**src/rtl/tfdt_pkg.sv**
```systemverilog
// Shared types, constants and the edge-function step table of the fragment depth tester.
package tfdt_pkg;

  localparam int unsigned DefTileWidth  = 64;
  localparam int unsigned DefTileHeight = 64;

  // Datapath widths.
  localparam int unsigned GeoW    = 36;  // edge and barycentric terms
  localparam int unsigned AccW    = 64;  // multiply-accumulate register
  localparam int unsigned DivW    = 64;  // dividend and quotient
  localparam int unsigned DsrW    = 48;  // divisor
  localparam int unsigned MulAW   = 25;
  localparam int unsigned MulBW   = 18;
  localparam int unsigned ProdW   = MulAW + MulBW;
  localparam int unsigned WeightW = 17;  // Q1.16 barycentric weight, up to 1.0
  localparam int unsigned RecW    = 41;  // perspective weight
  localparam int unsigned SumW    = 42;  // sum of three perspective weights
  localparam int unsigned HiShift = 24;  // split point of a perspective weight

  localparam logic [1:0]        SlotUnused = 2'd3;
  localparam logic signed [15:0] DepthOne  = 16'sd16384;
  localparam logic [7:0]        GreyLevel  = 8'd25;
  localparam logic [23:0]       WOne       = 24'd256;

  typedef enum logic [1:0] {
    CMD_LOAD  = 2'd0,
    CMD_SHADE = 2'd1,
    CMD_READ  = 2'd2
  } cmd_e;

  typedef struct packed {
    logic [1:0]         command;
    logic [1:0]         vertex_slot;
    logic signed [15:0] pos_x;
    logic signed [15:0] pos_y;
    logic signed [15:0] depth_z;
    logic [23:0]        clip_w;
    logic [7:0]         red_in;
    logic [7:0]         green_in;
    logic [7:0]         blue_in;
    logic [5:0]         pixel_x;
    logic [5:0]         pixel_y;
  } in_t;

  typedef struct packed {
    logic               covered;
    logic               written;
    logic [7:0]         red_out;
    logic [7:0]         green_out;
    logic [7:0]         blue_out;
    logic signed [15:0] depth_out;
  } out_t;

  typedef struct packed {
    logic signed [15:0] depth;
    logic [7:0]         red;
    logic [7:0]         green;
    logic [7:0]         blue;
  } pix_t;

  typedef struct packed {
    logic                     issue;
    logic                     clear;
    logic                     neg;
    logic                     shift_hi;
    logic signed [MulAW-1:0]  op_a;
    logic signed [MulBW-1:0]  op_b;
  } mac_req_t;

  typedef struct packed {
    logic            start;
    logic [DivW-1:0] dividend;
    logic [DsrW-1:0] divisor;
  } div_req_t;

  // Coordinate sources for the edge-function products.
  typedef enum logic [2:0] {
    CO_X0 = 3'd0,
    CO_X1 = 3'd1,
    CO_X2 = 3'd2,
    CO_PX = 3'd3,
    CO_Y0 = 3'd4,
    CO_Y1 = 3'd5,
    CO_Y2 = 3'd6,
    CO_PY = 3'd7
  } coord_e;

  typedef struct packed {
    coord_e a1;
    coord_e a2;
    coord_e b1;
    coord_e b2;
    logic   neg;
  } geo_op_t;

  localparam logic [3:0] GeoLastStep = 4'd13;

  // Each term is (a1 - a2) * (b1 - b2), added or subtracted. Pairs of steps
  // form e0, e1, e2, na, da, nb, db in that order.
  function automatic geo_op_t geo_op(input logic [3:0] step);
    geo_op_t op;
    case (step)
      4'd0:    op = '{CO_X0, CO_PX, CO_Y0, CO_Y1, 1'b0};
      4'd1:    op = '{CO_Y0, CO_PY, CO_X0, CO_X1, 1'b1};
      4'd2:    op = '{CO_X1, CO_PX, CO_Y1, CO_Y2, 1'b0};
      4'd3:    op = '{CO_Y1, CO_PY, CO_X1, CO_X2, 1'b1};
      4'd4:    op = '{CO_X2, CO_PX, CO_Y2, CO_Y0, 1'b0};
      4'd5:    op = '{CO_Y2, CO_PY, CO_X2, CO_X0, 1'b1};
      4'd6:    op = '{CO_PX, CO_X1, CO_Y2, CO_Y1, 1'b1};
      4'd7:    op = '{CO_PY, CO_Y1, CO_X2, CO_X1, 1'b0};
      4'd8:    op = '{CO_X0, CO_X1, CO_Y2, CO_Y1, 1'b1};
      4'd9:    op = '{CO_Y0, CO_Y1, CO_X2, CO_X1, 1'b0};
      4'd10:   op = '{CO_PX, CO_X2, CO_Y0, CO_Y2, 1'b1};
      4'd11:   op = '{CO_PY, CO_Y2, CO_X0, CO_X2, 1'b0};
      4'd12:   op = '{CO_X1, CO_X2, CO_Y0, CO_Y2, 1'b1};
      4'd13:   op = '{CO_Y1, CO_Y2, CO_X0, CO_X2, 1'b0};
      default: op = '{CO_X0, CO_X0, CO_X0, CO_X0, 1'b0};
    endcase
    return op;
  endfunction

endpackage

```
**src/rtl/tfdt_mac.sv**
```systemverilog
// Shared signed multiplier with a registered product and a 64-bit accumulator.
module tfdt_mac
  import tfdt_pkg::*;
(
  input  logic                   clk_i,
  input  logic                   rst_ni,
  input  mac_req_t               req_i,
  output logic signed [AccW-1:0] acc_next_o
);

  logic signed [ProdW-1:0] prod_d, prod_q;
  logic signed [AccW-1:0]  acc_q, term;
  logic                    pend_q, clear_q, neg_q, hi_q;

  assign prod_d = req_i.op_a * req_i.op_b;

  always_comb begin
    term = AccW'(prod_q);
    if (hi_q) begin
      term = term <<< HiShift;
    end
    if (neg_q) begin
      term = -term;
    end
    acc_next_o = (clear_q ? '0 : acc_q) + term;
  end

  always_ff @(posedge clk_i or negedge rst_ni) begin
    if (!rst_ni) begin
      pend_q <= 1'b0;
    end else begin
      pend_q <= req_i.issue;
    end
  end

  always_ff @(posedge clk_i) begin
    if (req_i.issue) begin
      prod_q  <= prod_d;
      clear_q <= req_i.clear;
      neg_q   <= req_i.neg;
      hi_q    <= req_i.shift_hi;
    end
    if (pend_q) begin
      acc_q <= acc_next_o;
    end
  end

endmodule

```
**config.mk**
```make
export PLATFORM = sky130hd
export DESIGN_NAME = tfdt_mac
export DESIGN_NICKNAME = d
export VERILOG_FILES = /design/src/rtl/tfdt_pkg.sv /design/src/rtl/tfdt_mac.sv
export SDC_FILE = /design/constraint.sdc
export NUM_CORES = 2
export LEC_CHECK = 0
export BUFFER_PORTS_ARGS = -buffer_cell sky130_fd_sc_hd__buf_4
export CELL_PAD_IN_SITES_DETAIL_PLACEMENT = 0
export CELL_PAD_IN_SITES_GLOBAL_PLACEMENT = 2
export CORE_UTILIZATION = 41
export CTS_BUF_LIST = sky130_fd_sc_hd__clkbuf_4 sky130_fd_sc_hd__clkbuf_8
export DETAILED_ROUTE_END_ITERATION = 16
export PLACE_DENSITY = 0.9
export SLEW_MARGIN = 20
export SYNTH_ARGS = -nofsm -noshare
export SYNTH_HDL_FRONTEND = slang
export SYNTH_SLANG_ARGS = --single-unit
```
**constraint.sdc**
```tcl
create_clock -name clk_i -period 8 [get_ports clk_i]
set_clock_uncertainty 0.1 [all_clocks]
set_input_delay 1.6 -clock clk_i [delete_from_list [all_inputs] [get_ports clk_i]]
set_output_delay 1.6 -clock clk_i [all_outputs]
set_load 0.005 [all_outputs]
```
Word level (Yosys, flattened, before mapping):

Index checks and enable logic that the tools add are counted.

* bits in registers: 111
* input bits: 49
* word-level logic and storage cells: 12

* $add $sub $neg: 2
* multipliers: 1
* muxes and demuxes: 3

Operator list (count)
* 2-to-1 mux 64 bit: 3
* adder 64 bit: 1
* negator 64 bit: 1
* multiplier 25 x 18 -> 43 bit: 1

Depth between registers and ports, before layout:

* depth in word-level cells: 4
* mapped depth: 27
* depth with buffers taken out: 24

Worst setup path before layout:

Ideal clock, no wire load.

* kind: input-to-reg
* start point: in req_i[6] in the netlist's numbering
* end point: reg prod_q[42] (data pin)
* setup time: 0.259 ns
* data arrival time: 7.285 ns
* data required time: 7.641 ns
* path slack: 0.356 ns
* stages on the path: 19
* path through: clkbuf_1 > nand2_1 > fa_1 > inv_1 > fa_1 > fa_1 > fa_1 > fa_1 > fa_1 > ha_1 > a21o_1 > a21o_1 > a21o_1 > a31oi_1 > o21ai_0 > or3_1 > a211oi_1 > nor2_1 > a211o_1

* longest elaborated chain between the ends: 1

Ends and longest elaborated chain
* start: declaration: RTL line tfdt_mac.sv:7 `input mac_req_t req_i,`
* multiplier 25 x 18 -> 43 bit: RTL line tfdt_mac.sv:15 `assign prod_d = req_i.op_a * req_i.op_b;`
* via prod_d[42]: RTL line tfdt_mac.sv:11 `logic signed [ProdW-1:0] prod_d, prod_q;`
* end signal: assignment: RTL line tfdt_mac.sv:38 `prod_q <= prod_d;`
* end: declaration: RTL line tfdt_mac.sv:11

The timed path passes the listed nets, and every way through them passes these cells.
A chain may end at the register's enable or synchronous reset.

Worst setup path in the final report:

* start point: in req_i[5] in the netlist's numbering
* end point: reg prod_q[41] (data pin)

The elaborated chain is that of the path after synthesis.

==> impl_metrics.toml <==
[synthesis]
synth_fp_nets = 3569
synthAdderAreaFrac_pct = 42.8
synth_area_per_cell_sq_um = 8.84
syn_area_sq_um = 25700
syn_inst = 2907
synth_area_leader_cell = "fa_1"
synth.top_cell.area_share_pct = 34.4
synthArstFlopShare_pct = 0.901
synth_flop_cell = "edfxtp_1"
ys_ff_latch = 111
synth-edff-count = 110
ys_seq_area_share_pct = 13.0
synth_compound_area_share_pct = 11.2
ys_warn_count = 0
synth_area_leaders = "fa_1 34%, edfxtp_1 13%, ha_1 8.3%, inv_1 7.9%, nand2_1 5.3%"
synth_cell_types = 74
synth_top_family_by_area = "adder cells"
muxShareOfSynthArea_pct = 0.823
synth-simple-area-share_pct = 17.2
synth_xor_area_share_pct = 5.18

[place]
hpwl_mm = 57.1
port_buffers = 112
placed_area_sq_um = 27500
gp_congestion = 0.915

[sta]
final-setup-viol-count = 0
rsz0062_at_grt = "false"
max_slew_margin_pct = 38.2
fin_crit_ns = 7.70
worstMarginPinSlew_ns = 0.927
max_freq_ghz = 0.130
finalMaxSlewViolations = 0
fin_crit_sh_pct = 96.2
hold_viol = 0

[detailed_routing]
routed_wl_mm = 70.8
drtIter0Drc = 982
route.detailed.drc = 0
ant_nets = 0
first_pass_iters = 7
vias = 19900
via_per_inst = 5.25
wl_per_cell_um = 18.7

[setup_path]
reg2regPathDepth = 17
crit_path_cell_trace = "buf_4 > buf_4 > nand2_1 > fa_1 > fa_1 > fa_1 > inv_1 > fa_1 > fa_1 > inv_1 > fa_1 > inv_1 > ha_1 > and4_1 > a221oi_1 > o21ai_0 > a21oi_1 > buf_4 > o22ai_1 > o211ai_1 > o21ai_0 > a2111oi_0 > nand3b_1"
cp-start-kind = "input port"
cpMostUsedCell = "fa_1"
crit_type = "input port to register"
cp.arrival_ns = 7.89
critPathLaunch = "req_i[5]"
end_kind = "register"
crit_fanout = 15
r2r_end = "acc_q[58]$_DFFE_PP_"
worst-path-stages = 23
crit_required_ns = 8.20
cpPeakStageDelay_ns = 0.53
r2r_start = "prod_q[23]$_DFFE_PP_"
setup.worst_path.end = "prod_q[41]$_DFFE_PP_"
crit_slowest_cell = "fa_1"
reg2reg_setup_slack_ns = 2.39
crit_family = "adder cells"
crit_buf_inv = 6

[floorplanning]
ios = 113
num_rows = 91
chipHeight_um = 252
die-area_sq_um = 63700
start_util_pct = 41.5
die_x_um = 252
coreArea_sq_um = 61800

[grt]
grt_max_degree = 65
grt_usage_pct = 22.9
grt_pass1_vias = 21300
overflow = 0
grt_antenna_before_repair = 1
grt_pass1_wl_mm = 115

[clock_network]
ctsLongestPathBuffers = 2
htreeDepth = 3
cts_root_buf = "clkbuf_8"
clk_latency_ns = 0.44
clk_pin_slew_ns = 0.12
cts_tree = "yes"
clock-sinks = 111
cts_made_buffers = 9

[layout]
drive_above_1_share_pct = 7.23
fillers = 6048
final_cell_mix = "538 x inv_1, 442 x fa_1, 362 x nand2_1"
diodes = 0
multiInputGateArea_sq_um = 19900
final_common_cell = "inv_1"
final_cell_area_sq_um = 27800
layout-area-overhead-vs-synth_pct = 8.05
layout.nets = 3615
regArea_sq_um = 3330

[run_status]
status = "complete, no violations"

[worst_hold_path]
holdPathStages = 2
min_path_type = "register to register"

[job]
drv_cap = 0
## metal layers
metal  global-route usage [%]  vias up  share of wire, %
li1                         -     9305                 -
met1                     31.3     9915                46
met2                     38.8      597                47
met3                     2.15       92               5.4
met4                     6.30        0               2.0
met5                        0        -                 0
## final cells by class
type	count	share of cell area (%)
multi-input combinational	2130	71.6
sequential	111	12.0
inverter	538	7.28
timing repair buffer	163	4.54
tap	837	3.77
clock buffer	9	0.446
clock inverter	7	0.370
## tightest hold or removal path, stage by stage, from the launching register on
cell and delay [ns]:
edfxtp_1 0.34, nor2b_1 0.15, ha_1 0.23
## how the worst min path moves through the flow
stage	end	from	slack [ns]
CTS	acc_q[0]$_DFFE_PP_	acc_q[0]$_DFFE_PP_	0.75
floorplan	acc_q[0]$_DFFE_PP_	acc_q[0]$_DFFE_PP_	0.59
detailed placement	acc_q[0]$_DFFE_PP_	acc_q[0]$_DFFE_PP_	0.72
global placement	acc_q[0]$_DFFE_PP_	acc_q[0]$_DFFE_PP_	0.68
global route	pend_q$_DFF_PN0_	rst_ni	0.80
finish	acc_q[0]$_DFFE_PP_	acc_q[0]$_DFFE_PP_	0.74
## cells in the mapped netlist, types with 4 or more instances
cell,count
nor2_1,109
nand2_1,362
nand2b_1,21
and3_1,12
or4_1,5
a311oi_1,5
buf_2,7
nor3b_1,10
fa_1,442
and2_1,176
o211ai_1,7
buf_1,7
or2_2,9
xor2_1,72
nor3_1,38
edfxtp_1,110
o41ai_1,5
a211o_1,4
o311ai_0,4
nor2b_1,83
mux2_2,5
o21ai_0,89
nand4_1,14
xnor2_1,80
a21o_1,67
or3_1,12
nor4b_1,4
a31oi_1,12
a21oi_1,137
mux2i_1,14
clkbuf_1,111
a211oi_1,23
a221oi_1,4
o21bai_1,19
nand3_1,23
nor4_1,4
inv_1,538
o31ai_1,28
o21a_1,11
a31o_2,4
ha_1,171
## stage by stage
stage | setup TNS (ns) | hold WS (ns) | std cells | util (%) | setup WS [ns]
global route | 0 | 0.804 | 3795 | 44.9 | 0.0279
global placement | -0.00367 | 0.682 | 3777 | 44.4 | -0.00367
floorplan | 0 | 0.589 | 2907 | - | 0.356
CTS | 0 | 0.752 | 3795 | 44.8 | 0.141
finish | 0 | 0.740 | 3795 | 44.9 | 0.305
detailed placement | -0.172 | 0.722 | 3777 | 44.4 | -0.107
## cells by family after synthesis
logic type               count (synthesis)
flip-flops                             111
buffers and inverters                  666
adder cells (fa/ha/maj)                613
AO/OA/AOI/OAI                          449
AND/OR/NAND/NOR                        896
multiplexers                            20
XOR/XNOR                               152
## sequential cells by signal (all words and copies together), names as in the netlist
register  count
neg_q         1
pend_q        1
prod_q       43
hi_q          1
acc_q        64
clear_q       1
## repair_timing
| item | 4_1_cts | 5_1_grt |
|---|---|---|
| resized for setup | 2 | 5 |
| buffers inserted | 2 | 0 |
| cloned | 0 | 0 |
| hold buffers | 0 | 0 |
| setup endpoints to repair | 8 | 5 |
Power is left out: the tool's default activity adds up to more than one toggle a clock period on the data nets, which glitch-free logic cannot reach.
