## src/rtl/tfdt_pkg.sv

```systemverilog
// Shared types, constants and the edge-function step table of the fragment depth tester.
package tfdt_pkg;

  localparam int unsigned DefTileWidth  = 64;
  localparam int unsigned DefTileHeight = 64;

  // Datapath widths.
  localparam int unsigned GeoW    = 36;  // edge and barycentric terms
  localparam int unsigned AccW    = 64;  // multiply-accumulate register
  localparam int unsigned DivW    = 64;  // dividend and quotient
  localparam int unsigned DsrW    = 48;  // divisor
  localparam int unsigned MulAW   = 25;
  localparam int unsigned MulBW   = 18;
  localparam int unsigned ProdW   = MulAW + MulBW;
  localparam int unsigned WeightW = 17;  // Q1.16 barycentric weight, up to 1.0
  localparam int unsigned RecW    = 41;  // perspective weight
  localparam int unsigned SumW    = 42;  // sum of three perspective weights
  localparam int unsigned HiShift = 24;  // split point of a perspective weight

  localparam logic [1:0]        SlotUnused = 2'd3;
  localparam logic signed [15:0] DepthOne  = 16'sd16384;
  localparam logic [7:0]        GreyLevel  = 8'd25;
  localparam logic [23:0]       WOne       = 24'd256;

  typedef enum logic [1:0] {
    CMD_LOAD  = 2'd0,
    CMD_SHADE = 2'd1,
    CMD_READ  = 2'd2
  } cmd_e;

  typedef struct packed {
    logic [1:0]         command;
    logic [1:0]         vertex_slot;
    logic signed [15:0] pos_x;
    logic signed [15:0] pos_y;
    logic signed [15:0] depth_z;
    logic [23:0]        clip_w;
    logic [7:0]         red_in;
    logic [7:0]         green_in;
    logic [7:0]         blue_in;
    logic [5:0]         pixel_x;
    logic [5:0]         pixel_y;
  } in_t;

  typedef struct packed {
    logic               covered;
    logic               written;
    logic [7:0]         red_out;
    logic [7:0]         green_out;
    logic [7:0]         blue_out;
    logic signed [15:0] depth_out;
  } out_t;

  typedef struct packed {
    logic signed [15:0] depth;
    logic [7:0]         red;
    logic [7:0]         green;
    logic [7:0]         blue;
  } pix_t;

  typedef struct packed {
    logic                     issue;
    logic                     clear;
    logic                     neg;
    logic                     shift_hi;
    logic signed [MulAW-1:0]  op_a;
    logic signed [MulBW-1:0]  op_b;
  } mac_req_t;

  typedef struct packed {
    logic            start;
    logic [DivW-1:0] dividend;
    logic [DsrW-1:0] divisor;
  } div_req_t;

  // Coordinate sources for the edge-function products.
  typedef enum logic [2:0] {
    CO_X0 = 3'd0,
    CO_X1 = 3'd1,
    CO_X2 = 3'd2,
    CO_PX = 3'd3,
    CO_Y0 = 3'd4,
    CO_Y1 = 3'd5,
    CO_Y2 = 3'd6,
    CO_PY = 3'd7
  } coord_e;

  typedef struct packed {
    coord_e a1;
    coord_e a2;
    coord_e b1;
    coord_e b2;
    logic   neg;
  } geo_op_t;

  localparam logic [3:0] GeoLastStep = 4'd13;

  // Each term is (a1 - a2) * (b1 - b2), added or subtracted. Pairs of steps
  // form e0, e1, e2, na, da, nb, db in that order.
  function automatic geo_op_t geo_op(input logic [3:0] step);
    geo_op_t op;
    case (step)
      4'd0:    op = '{CO_X0, CO_PX, CO_Y0, CO_Y1, 1'b0};
      4'd1:    op = '{CO_Y0, CO_PY, CO_X0, CO_X1, 1'b1};
      4'd2:    op = '{CO_X1, CO_PX, CO_Y1, CO_Y2, 1'b0};
      4'd3:    op = '{CO_Y1, CO_PY, CO_X1, CO_X2, 1'b1};
      4'd4:    op = '{CO_X2, CO_PX, CO_Y2, CO_Y0, 1'b0};
      4'd5:    op = '{CO_Y2, CO_PY, CO_X2, CO_X0, 1'b1};
      4'd6:    op = '{CO_PX, CO_X1, CO_Y2, CO_Y1, 1'b1};
      4'd7:    op = '{CO_PY, CO_Y1, CO_X2, CO_X1, 1'b0};
      4'd8:    op = '{CO_X0, CO_X1, CO_Y2, CO_Y1, 1'b1};
      4'd9:    op = '{CO_Y0, CO_Y1, CO_X2, CO_X1, 1'b0};
      4'd10:   op = '{CO_PX, CO_X2, CO_Y0, CO_Y2, 1'b1};
      4'd11:   op = '{CO_PY, CO_Y2, CO_X0, CO_X2, 1'b0};
      4'd12:   op = '{CO_X1, CO_X2, CO_Y0, CO_Y2, 1'b1};
      4'd13:   op = '{CO_Y1, CO_Y2, CO_X0, CO_X2, 1'b0};
      default: op = '{CO_X0, CO_X0, CO_X0, CO_X0, 1'b0};
    endcase
    return op;
  endfunction

endpackage

```

## src/rtl/tfdt_div.sv

```systemverilog
// Restoring unsigned divider that retires one quotient bit per cycle.
module tfdt_div
  import tfdt_pkg::*;
(
  input  logic            clk_i,
  input  logic            rst_ni,
  input  div_req_t        req_i,
  output logic            done_o,
  output logic [DivW-1:0] quot_o
);

  localparam int unsigned CntW = $clog2(DivW);
  localparam logic [CntW-1:0] CntLast = CntW'(DivW - 1);

  logic            busy_q, done_q;
  logic [CntW-1:0] cnt_q;
  logic [DivW-1:0] quo_q;
  logic [DsrW-1:0] rem_q, dsr_q;
  logic [DsrW:0]   trial, diff;
  logic            fits;

  assign trial  = {rem_q, quo_q[DivW-1]};
  assign diff   = trial - {1'b0, dsr_q};
  assign fits   = trial >= {1'b0, dsr_q};
  assign done_o = done_q;
  assign quot_o = quo_q;

  always_ff @(posedge clk_i or negedge rst_ni) begin
    if (!rst_ni) begin
      busy_q <= 1'b0;
      done_q <= 1'b0;
      cnt_q  <= '0;
    end else begin
      done_q <= busy_q && (cnt_q == CntLast);
      if (req_i.start) begin
        busy_q <= 1'b1;
        cnt_q  <= '0;
      end else if (busy_q) begin
        cnt_q <= cnt_q + 1'b1;
        if (cnt_q == CntLast) begin
          busy_q <= 1'b0;
        end
      end
    end
  end

  always_ff @(posedge clk_i) begin
    if (req_i.start) begin
      quo_q <= req_i.dividend;
      dsr_q <= req_i.divisor;
      rem_q <= '0;
    end else if (busy_q) begin
      rem_q <= fits ? diff[DsrW-1:0] : trial[DsrW-1:0];
      quo_q <= {quo_q[DivW-2:0], fits};
    end
  end

endmodule

```

## config.mk

```make
export PLATFORM = sky130hd
export DESIGN_NAME = tfdt_div
export DESIGN_NICKNAME = d
export VERILOG_FILES = /design/src/rtl/tfdt_pkg.sv /design/src/rtl/tfdt_div.sv
export SDC_FILE = /design/constraint.sdc
export NUM_CORES = 1
export LEC_CHECK = 0
export ABC_AREA = 1
export BUFFER_PORTS_ARGS = -buffer_cell sky130_fd_sc_hd__buf_2
export CAP_MARGIN = 20
export CORE_MARGIN = 1
export CORE_UTILIZATION = 50
export CTS_CLUSTER_SIZE = 8
export DETAILED_ROUTE_END_ITERATION = 8
export GPL_TIMING_DRIVEN = 0
export PLACE_DENSITY = 0.72
export SLEW_MARGIN = 5
export SYNTH_ARGS = -nofsm -noshare
export SYNTH_HDL_FRONTEND = slang
export SYNTH_SLANG_ARGS = --single-unit
```

## constraint.sdc

```tcl
create_clock -name clk_i -period 6.3 [get_ports clk_i]
set_clock_uncertainty 0.15 [all_clocks]
set_input_delay 0.945 -clock clk_i [delete_from_list [all_inputs] [get_ports clk_i]]
set_output_delay 0.945 -clock clk_i [all_outputs]
set_load 0.02 [all_outputs]
```

# Yosys cells after proc, flatten, opt, wreduce, memory -nomap -nowiden
# Index checks and enable logic that the tools add are counted.
[word_totals]
in_bits = 115
word_cells = 20
ff_bits = 168
output_inout_bits = 65
[op_classes]
addsub = 2
n_mux = 8
order_cmp = 1
eq_ne = 1
reduce_logical = 2
[ops]
columns = ["operator", "n"]
rows = [
  ["two-way mux 64 bit", 2],
  [">= comparator 49 x 48 -> 1 bit", 1],
  ["two-way mux 48 bit", 1],
  ["subtractor 48 bit", 1],
  ["two-way mux 6 bit", 2],
  ["adder 6 x 1 -> 6 bit (second input constant)", 1],
  ["equality test 6 bit (second input constant)", 1],
  ["two-way mux 1 bit", 3],
  ["nonzero test 2 bit", 1],
  ["logical AND 1 bit", 1],
]

# Logic depth before layout (Yosys ltp)
# Gate-level depths: netlist (run 1).
[logic_depth]
ltp_word = 4
depth_mapped = 18
mapped_depth_nobuf = 16

# Worst setup path after synthesis (run 1)
# OpenSTA, ideal clock, no wires.
[synth_path]
path_type = "input port to flip-flop"
start = "in req_i[112] (netlist bit)"
end = "reg quo_q[0], in the netlist quot_o[0], enable pin"
slack_ns = 2.618
arrival_time_ns = 3.081
path_buffers = 1
path_stages = 3
required_ns = 5.699
setup_time_ns = 0.451
cell_sequence = "nor2_1 > inv_1 > clkbuf_1"
[synth_between]
elab_chain_cells = 1
[synth_lines]
columns = ["element", "line_no", "text"]
rows = [
  ["from (decl)", "tfdt_div.sv:7", "input div_req_t req_i,"],
  ["nonzero test 2 bit (no line)", "-", ""],
  ["to (signal assigned)", "tfdt_div.sv:49", "quo_q <= req_i.dividend;"],
  ["to (signal assigned)", "tfdt_div.sv:54", "quo_q <= {quo_q[DivW-2:0], fits};"],
  ["to (decl)", "tfdt_div.sv:17", "logic [DivW-1:0] quo_q;"],
]
# Every way passes these cells.
# A chain may end at the register's enable or synchronous reset.

# Worst setup path in the final report (run 1)
[layout_path]
start = "in req_i[112] (netlist bit)"
end = "reg quo_q[11], in the netlist quot_o[11], enable pin"
# Same word-level chain as after synthesis.

==> results of run 1 <==
-- state kept, by name (all words and copies together) (netlist names) --
signal  flops
cnt_q       6
quot_o     64
busy_q      1
rem_q      48
done_o      1
dsr_q      48
-- power by group through the flow --
stage | Clock (mW) | Sequential, mW | Combinational (mW)
floorplan | 0 | 1.51 | 1.52
global placement | 0 | 1.48 | 2.12
detailed placement | 0 | 1.48 | 2.14
CTS | 1.15 | 1.46 | 2.15
global route | 1.19 | 1.49 | 2.45
finish | 1.13 | 1.46 | 2.18
-- logic make-up after synthesis --
| family | after synthesis | synth area share, % |
|---|---|---|
| and+or+nand+nor | 967 | 36.26 |
| buffers and inverters | 371 | 12.88 |
| AOI/OAI and AO/OA | 65 | 3.122 |
| adders and majority gates | 50 | 5.622 |
| xor gates and xnor gates | 25 | 1.944 |
| DFF | 168 | 40.17 |
-- metrics by stage --
stage / hold slack (ps) / instance area, sq um / cells
floorplan: 283.6 / 11260 / 1646
global placement: 298.4 / 12510 / 2105
detailed placement: 307.4 / 12560 / 2107
CTS: 177.5 / 13190 / 2139
global route: 188.3 / 13190 / 2139
finish: 179.8 / 13190 / 2139
-- final cells by class --
class | instances | area share (%)
inverters | 327 | 9.307
plain buffers | 44 | 1.717
multi-input cells | 1107 | 40.09
repair buffers | 181 | 7.153
clock inverters | 15 | 1.546
flip-flops and latches | 168 | 34.30
clock buffers | 17 | 3.226
well taps | 280 | 2.656
-- metal layers --
metal	vias to the layer above	GRT usage (%)	part of all wire [%]
met5	-	0	0
met4	0	8.017	1.7
met3	37	5.048	7.8
met2	403	46.91	45
met1	4835	40.22	45
li1	5502	-	-
-- placed cells by master, fill, tap and decap left out, drive strengths merged, types with 3 or more instances in the layout --
cell / instances
clkbuf: 38
o21ai: 28
xor2: 5
ha: 49
buf: 204
edfxtp: 112
o21bai: 3
a21oi: 29
dfxtp: 48
nand3: 117
nand4: 62
nor2: 99
nand2: 671
and2: 4
nor3: 13
xnor2: 20
clkinv: 5
inv: 333
dfrtp: 8
-- path summary, 6_finish.rpt --
check,startpoint,to,cells past startpoint
setup / recovery,req_i[112],quot_o[11]$_DFFE_PP_,6
hold / removal,rst_ni,cnt_q[3]$_DFFE_PN0P_,1
setup reg to reg,rem_q[43]$_SDFFE_PP0P_,rem_q[33]$_SDFFE_PP0P_,10
hold reg to reg,cnt_q[4]$_DFFE_PN0P_,cnt_q[4]$_DFFE_PN0P_,1
max in group asynchronous,rst_ni,busy_q$_DFF_PN0_,1
min in group clk_i,cnt_q[4]$_DFFE_PN0P_,cnt_q[4]$_DFFE_PN0P_,1
-- worst max-delay path, stage by stage --
cell and delay (ps):
buf_2 300, buf_12 270, nor2_1 620, inv_1 320
clkbuf_4 380, buf_16 260
==> reports/summary.txt, run 1 <==
status: complete, no violations
Post-Syn Area: 0.01126 sq mm
MaxCap Viol Count: 0
top cells by count, synth: nand2_1 (668), inv_1 (315), edfxtp_1 (112), nand3_1 (105), nor2_1 (89)
flop-to-flop setup slack: 3340 ps
Yosys reg bits: 168
Worst Hold Class: in -> async
part of the power in registers: 30.6%
clk_lat worst skew: 450 ps
clk slew on worst S/H paths: 80 ps
switching power: 2.066 mW
Layout Nets: 2011
synth top area cells: edfxtp_1 (30%), nand2_1 (22%), inv_1 (10%)
setup violators final: 0
hold_buf cts: 0
# resized after CTS: 0
Tightest Pin Transition: 784.3 ps
area of the multi-input gates: 0.005288 sq mm
maximum VDD drop: 0.0001850 V
asr flop ratio synth: 4.762%
P_leak: 7.139 nW
share of cells above drive strength 1: 14.63%
Initial Util: 51.29%
initial antenna violation count: 0
Final Cycle Share: 50.66%
Starting DRT DRC Count: 818
clock root buffer: clkbuf_16
Switching Fraction: 43.24%
Slew HR: 47.52%
pre-CTS setup slack: 2661 ps
global route total overflow: 0
Layout area overhead: 17.11%
Port Buf Inserts: 179
area leader, netlist: edfxtp_1
Final Util: 60.06%
Post-CTS Setup Bufs: 0
H-tree depth: 4
TritonCTS clock tree: yes
die height: 152.1 um
Tmin final: 3191 ps
total wire length: 32.72 mm
Final HPWL DP: 25.72 mm
io pins: 180
largest net degree at the start of global routing: 54
Post-synth EDFFs: 112
Logic pwr share: 45.7%
total power: 4.778 mW
DRC errors left: 0
post-synthesis sequential area ratio: 40.17%
worst path arrival time: 3200 ps
Post-Synthesis Cells: 1646
Max Freq: 0.3133 GHz
core outline area: 0.02196 sq mm
setup slack after layout: 3109 ps
Final Wtd Congestion: 0.9617
die width: 152.1 um
Int Power: 2.712 mW
DR vias: 10780
Fin. Hold Viols: 0
Die ar.: 0.02313 sq mm
WP data required: 6310 ps
drt first pass iters: 6
WL/cell: 15.30 um
critical path class: in -> reg
Longest Clk Path Bufs: 2
number of routed nets with antenna violations: 0
Pins Over Slew Limit: 0
P per Cell Area: 362.3 mW/mm^2
Post-synth top flop: edfxtp_1
vias per std cell: 5.038
fill cell count: 2096
setup TNS: 0 ps
share of the synthesized area in the top cell type: 29.86%
Antenna diodes: 0
CP Max Fanout: 53
count leader, synth: nand2_1
unrepaired setup endpoints after global routing: no
first-pass GRT wire length: 52.13 mm
warnings from Yosys: 0
Critical Path End Type: register
CP Launch Type: input pin
Seq. cell area: 0.004524 sq mm
num rows: 54
Synth Area per Inst: 6.842 sq um
Tot GR Track Use: 29.08%
post-synth net total: 1811
Num CTS Buffers: 17
CTS Sinks: 168
clock power share: 23.7%
vias in the first global route: 10050
number of distinct library cells after synthesis: 37
(Power assumes the default switching activity.)
==> inputs of run 2 (changes only) <==
Clock period 6.3 ns to 3.25 ns, I/O delays scaled along.
==> reports/summary.txt, run 2 (synthesized netlist as in run 1, its figures left out) <==
clock power share: 23.7%
CP max stage cell: buf_1
WL/cell: 15.30 um
Logic pwr share: 45.7%
global route total overflow: 0
DR vias: 10770
Layout area overhead: 17.20%
Num CTS Buffers: 17
fill cell count: 2096
Final Wtd Congestion: 0.9617
switching power: 4.011 mW
worst r2r src: rem_q[43]$_SDFFE_PP0P_
drt first pass iters: 6
clk slew on worst S/H paths: 80 ps
worst path arrival time: 3180 ps
part of the power in registers: 30.6%
Critical Path End Type: register
vias per std cell: 5.032
Starting DRT DRC Count: 762
CTS Sinks: 168
CP Launch Type: register
flop-to-flop setup slack: 250 ps
area of the multi-input gates: 0.005288 sq mm
reg2reg end: rem_q[33]$_SDFFE_PP0P_
CP Cell Sequence: ha_1 -> a21oi_1 -> nand2_1 -> a21oi_1 -> nand2_1 -> a21oi_2 -> buf_1 -> nand4_1 -> nand3_1 -> nand2_1
Max Freq: 0.3333 GHz
CP Max Fanout: 10
Int Power: 5.258 mW
TritonCTS clock tree: yes
setup violators final: 0
Port Buf Inserts: 179
H-tree depth: 4
P_leak: 7.143 nW
Tot GR Track Use: 29.08%
maximum VDD drop: 0.0003599 V
Tmin final: 3000 ps
CP top delay family: compound AO/OA/AOI/OAI gates
num rows: 54
Antenna diodes: 0
status: complete, no violations
Layout Nets: 2012
Initial Util: 51.29%
Final HPWL DP: 25.72 mm
R2R depth: 10
Fin. Hold Viols: 0
Seq. cell area: 0.004524 sq mm
vias in the first global route: 10060
Tightest Pin Transition: 823.9 ps
hold path cells: 1
Longest Clk Path Bufs: 2
total wire length: 32.75 mm
die height: 152.1 um
io pins: 180
CP most frequent cell: nand2_1
Final Cycle Share: 92.31%
share of cells above drive strength 1: 14.62%
Switching Fraction: 43.27%
CP peak stage delay: 450 ps
Slew HR: 44.87%
setup slack after layout: 250.0 ps
pre-CTS setup slack: 68.67 ps
most frequent cells in the layout: nand2_1 (668), inv_1 (315), buf_2 (189), edfxtp_1 (112), nand3_1 (105)
hold_ws: 53.68 ps
Pins Over Slew Limit: 0
MaxCap Viol Count: 0
number of routed nets with antenna violations: 0
hold worst-path end: dsr_q[26]$_DFFE_PP_
clk_lat worst skew: 450 ps
core outline area: 0.02196 sq mm
DRC errors left: 0
initial antenna violation count: 0
hold path start: req_i[26]
clock root buffer: clkbuf_16
max reg flops: 64
critical path class: reg -> reg
die width: 152.1 um
P per Cell Area: 702.2 mW/mm^2
Worst Hold Class: in -> reg
WP data required: 3430 ps
setup TNS: 0 ps
unrepaired setup endpoints after global routing: no
first-pass GRT wire length: 52.14 mm
Die ar.: 0.02313 sq mm
Crit path buffers/inverters: 1
largest net degree at the start of global routing: 54
commonest non-fill, non-tap cell in the layout: nand2_1
Post-CTS Setup Bufs: 0
==> run 2: metal layers <==
metal / GRT usage (%) / part of all wire, %
met1: 40.19 / 45
met3: 5.048 / 8.3
met5: 0 / 0
met4: 7.969 / 1.7
met2: 47.00 / 45
==> run 2: layout make-up <==
| cell class | count | share of cell area, % |
|---|---|---|
| clock inverters | 15 | 1.545 |
| repair buffers | 182 | 7.223 |
| plain buffers | 44 | 1.716 |
| flip-flops and latches | 168 | 34.28 |
| well taps | 280 | 2.654 |
| clock buffers | 17 | 3.223 |
| multi-input cells | 1107 | 40.06 |
| inverters | 327 | 9.299 |
==> run 2: power groups by stage <==
stage               registers (mW)  clock network (mW)  logic, mW
global placement              2.87                   0       4.11
global route                  2.88                2.30       4.74
detailed placement            2.87                   0       4.15
floorplan                     2.93                   0       2.95
finish                        2.84                2.20       4.23
CTS                           2.84                2.22       4.17
==> run 2: timing repair <==
action,in CTS,in global routing
hold buffers,1,0
resized for setup,0,0
hold endpoints to repair,8,0
==> run 2: how the worst max path moves through the flow <==
stage                                 startpoint                      to  slack (ps)  cells after the start
after CTS                    dsr_q[44]$_DFFE_PP_  rem_q[33]$_SDFFE_PP0P_         390                     11
after detailed placement              req_i[112]    quot_o[24]$_DFFE_PP_          70                      6
after floorplan                       req_i[112]     quot_o[0]$_DFFE_PP_          30                      3
final                     rem_q[43]$_SDFFE_PP0P_  rem_q[33]$_SDFFE_PP0P_         250                     10
after global routing         dsr_q[44]$_DFFE_PP_  rem_q[33]$_SDFFE_PP0P_         160                     11
after global placement                req_i[112]  rem_q[27]$_SDFFE_PP0P_       -2780                      5
==> run 2: per-stage QoR <==
stage	cell area, sq um	util (%)	total power, mW	cells
finish	13200	60.11	9.269	2140
global route	13200	60.11	9.922	2140
CTS	13200	60.11	9.230	2140
detailed placement	12560	57.20	7.022	2107
global placement	12510	56.96	6.978	2105
floorplan	11260	-	5.886	1646
==> inputs of run 3 (changes only) <==
Settings changed: ABC_AREA 1 to not set, PLACE_DENSITY 0.72 to 0.73.
==> reports/summary.txt, run 3 <==
status: complete, no violations
vias per std cell: 5.717
Tmin final: 3199 ps
TritonCTS clock tree: yes
Post-synth top flop: edfxtp_1
MaxCap Viol Count: 0
max reg flops: 64
clock power share: 23.1%
commonest non-fill, non-tap cell in the layout: buf_2
clk slew on worst S/H paths: 70 ps
flop-to-flop setup slack: 50 ps
Num CTS Buffers: 17
DRC errors left: 0
count leader, synth: edfxtp_1
number of distinct library cells after synthesis: 65
Yosys reg bits: 168
warnings from Yosys: 0
Initial Util: 51.50%
Final Wtd Congestion: 0.9410
share of cells above drive strength 1: 32.57%
CP Max Fanout: 5
Port Buf Inserts: 179
first-pass GRT wire length: 39.83 mm
asr flop ratio synth: 4.762%
global route total overflow: 0
Area after DPL: 0.01100 sq mm
Synth Area per Inst: 10.42 sq um
part of the power in registers: 31.5%
Tightest Pin Transition: 882.9 ps
Post-Synthesis Cells: 934
num rows: 50
most frequent cells in the layout: buf_2 (180), edfxtp_1 (112), nand2_1 (98), nor2_1 (69), a21oi_1 (68)
maximum VDD drop: 0.0005409 V
Post-Syn Area: 0.009729 sq mm
Slew HR: 41.14%
CP Launch Type: register
hold_ws: 74.58 ps
WL/cell: 18.03 um
drt first pass iters: 5
P_leak: 5.215 nW
share of the synthesized area in the top cell type: 34.57%
core outline area: 0.01889 sq mm
post-synth net total: 1099
Antenna diodes: 0
fill cell count: 1571
number of routed nets with antenna violations: 0
vias in the first global route: 7866
Tot GR Track Use: 25.79%
total wire length: 25.89 mm
clk_lat worst skew: 430 ps
synth top area cells: edfxtp_1 (35%), dfxtp_1 (9.9%), mux2_2 (7.4%)
reg2reg end: quot_o[0]$_DFFE_PP_
P per Cell Area: 766.7 mW/mm^2
setup violators final: 0
hold worst-path end: dsr_q[3]$_DFFE_PP_
Int Power: 5.811 mW
Critical Path End Type: register
CTS Sinks: 168
Longest Clk Path Bufs: 2
setup slack after layout: 50.79 ps
switching power: 3.518 mW
Die ar.: 0.02002 sq mm
Logic pwr share: 45.4%
worst path arrival time: 3240 ps
Layout Nets: 1329
Post-synth EDFFs: 112
worst r2r src: rem_q[3]$_SDFFE_PP0P_
WP data required: 3290 ps
Switching Fraction: 37.71%
Starting DRT DRC Count: 726
area of the multi-input gates: 0.004989 sq mm
pre-CTS setup slack: -466.0 ps
critical path class: reg -> reg
die width: 141.5 um
DR vias: 8210
Layout area overhead: 25.06%
Fin. Hold Viols: 0
R2R depth: 11
initial antenna violation count: 1
Pins Over Slew Limit: 0
hold path cells: 1
Worst Hold Class: in -> reg
hold path start: req_i[3]
clock root buffer: clkbuf_16
Final Cycle Share: 98.44%
area leader, netlist: edfxtp_1
H-tree depth: 4
post-layout instance area: 0.01217 sq mm
io pins: 180
Final HPWL DP: 18.76 mm
largest net degree at the start of global routing: 34
unrepaired setup endpoints after global routing: yes
Max Freq: 0.3126 GHz
Seq. cell area: 0.004524 sq mm
post-synthesis sequential area ratio: 46.50%
top cells by count, synth: edfxtp_1 (112), nand2_1 (100), nor2_1 (72), a21oi_1 (70), mux2_2 (64)
die height: 141.5 um
==> run 3: how the worst max path moves through the flow <==
stage	from	to	slack, ps	depth (start not counted)
6_report	rem_q[3]$_SDFFE_PP0P_	quot_o[0]$_DFFE_PP_	50	11
5_1_grt	dsr_q[4]$_DFFE_PP_	rem_q[28]$_SDFFE_PP0P_	-60	13
4_1_cts	dsr_q[6]$_DFFE_PP_	quot_o[0]$_DFFE_PP_	-40	12
3_5_place_dp	dsr_q[1]$_DFFE_PP_	quot_o[0]$_DFFE_PP_	-470	12
3_3_place_gp	req_i[112]	quot_o[13]$_DFFE_PP_	-1060	3
2_1_floorplan	quot_o[63]$_DFFE_PP_	rem_q[38]$_SDFFE_PP0P_	90	12
==> run 3: cells by family (layout without fill, tap and decap cells) <==
family	Yosys count	after routing	share of synthesized area (%)
buffers and inverters	100	342	4.180
AND/OR/NAND/NOR	259	259	12.32
flip-flops	168	168	46.50
adder cells (fa/ha/maj)	50	50	6.507
XOR/XNOR	43	43	3.871
AO/OA/AOI/OAI	244	244	18.60
multiplexers	70	70	8.025
==> run 3: through the flow <==
stage               power, mW  instances  utilization (%)  TNS (ps)
finish                  9.329       1436            64.40         0
global route            9.831       1436            64.40     -1123
CTS                     8.741       1417            62.19    -45.01
detailed placement      6.476       1375            58.20    -12910
global placement        6.430       1373            57.99    -76910
floorplan               5.565        934                -         0
==> run 3: final cells by class <==
cell class	count	share of cell area, %
Clock inverter	13	1.501
Clock buffer	18	3.527
Buffer	38	2.098
Timing Repair Buffer	214	10.20
Sequential cell	168	37.18
Multi-Input combinational cell	666	41.00
Tap cell	260	2.674
Inverter	59	1.820
==> run 3: timing repair <==
item,in CTS,in global routing
hold buffers,1,0
resized for setup,11,55
setup buffers,11,19
cloned,0,2
pin swaps,10,28
setup endpoints to repair,49,46
hold endpoints to repair,8,0
==> run 3: power groups by stage <==
| stage | logic (mW) | clock network [mW] | registers [mW] |
|---|---|---|---|
| after floorplan | 2.56 | 0 | 3.01 |
| after global placement | 3.47 | 0 | 2.96 |
| after detailed placement | 3.51 | 0 | 2.97 |
| after CTS | 3.63 | 2.18 | 2.93 |
| after global routing | 4.58 | 2.26 | 2.99 |
| final | 4.23 | 2.15 | 2.94 |
==> run 3: routing by layer <==
layer	vias up	GRT usage (%)	share of wire, %
li1	3928	-	-
met1	3923	32.54	43
met2	321	42.89	47
met3	36	7.661	8.1
met4	2	7.414	1.7
met5	-	0	0.050
==> run 3: critical path, stage by stage, from the launching register on <==
cell,delay (ps)
dfxtp_1,410
ha_4,250
o211a_1,290
o311ai_4,300
a21oi_2,80
a2111oi_4,420
o21ai_2,130
o211ai_4,230
nand2_2,130
buf_12,170
buf_12,130
mux2_2,260
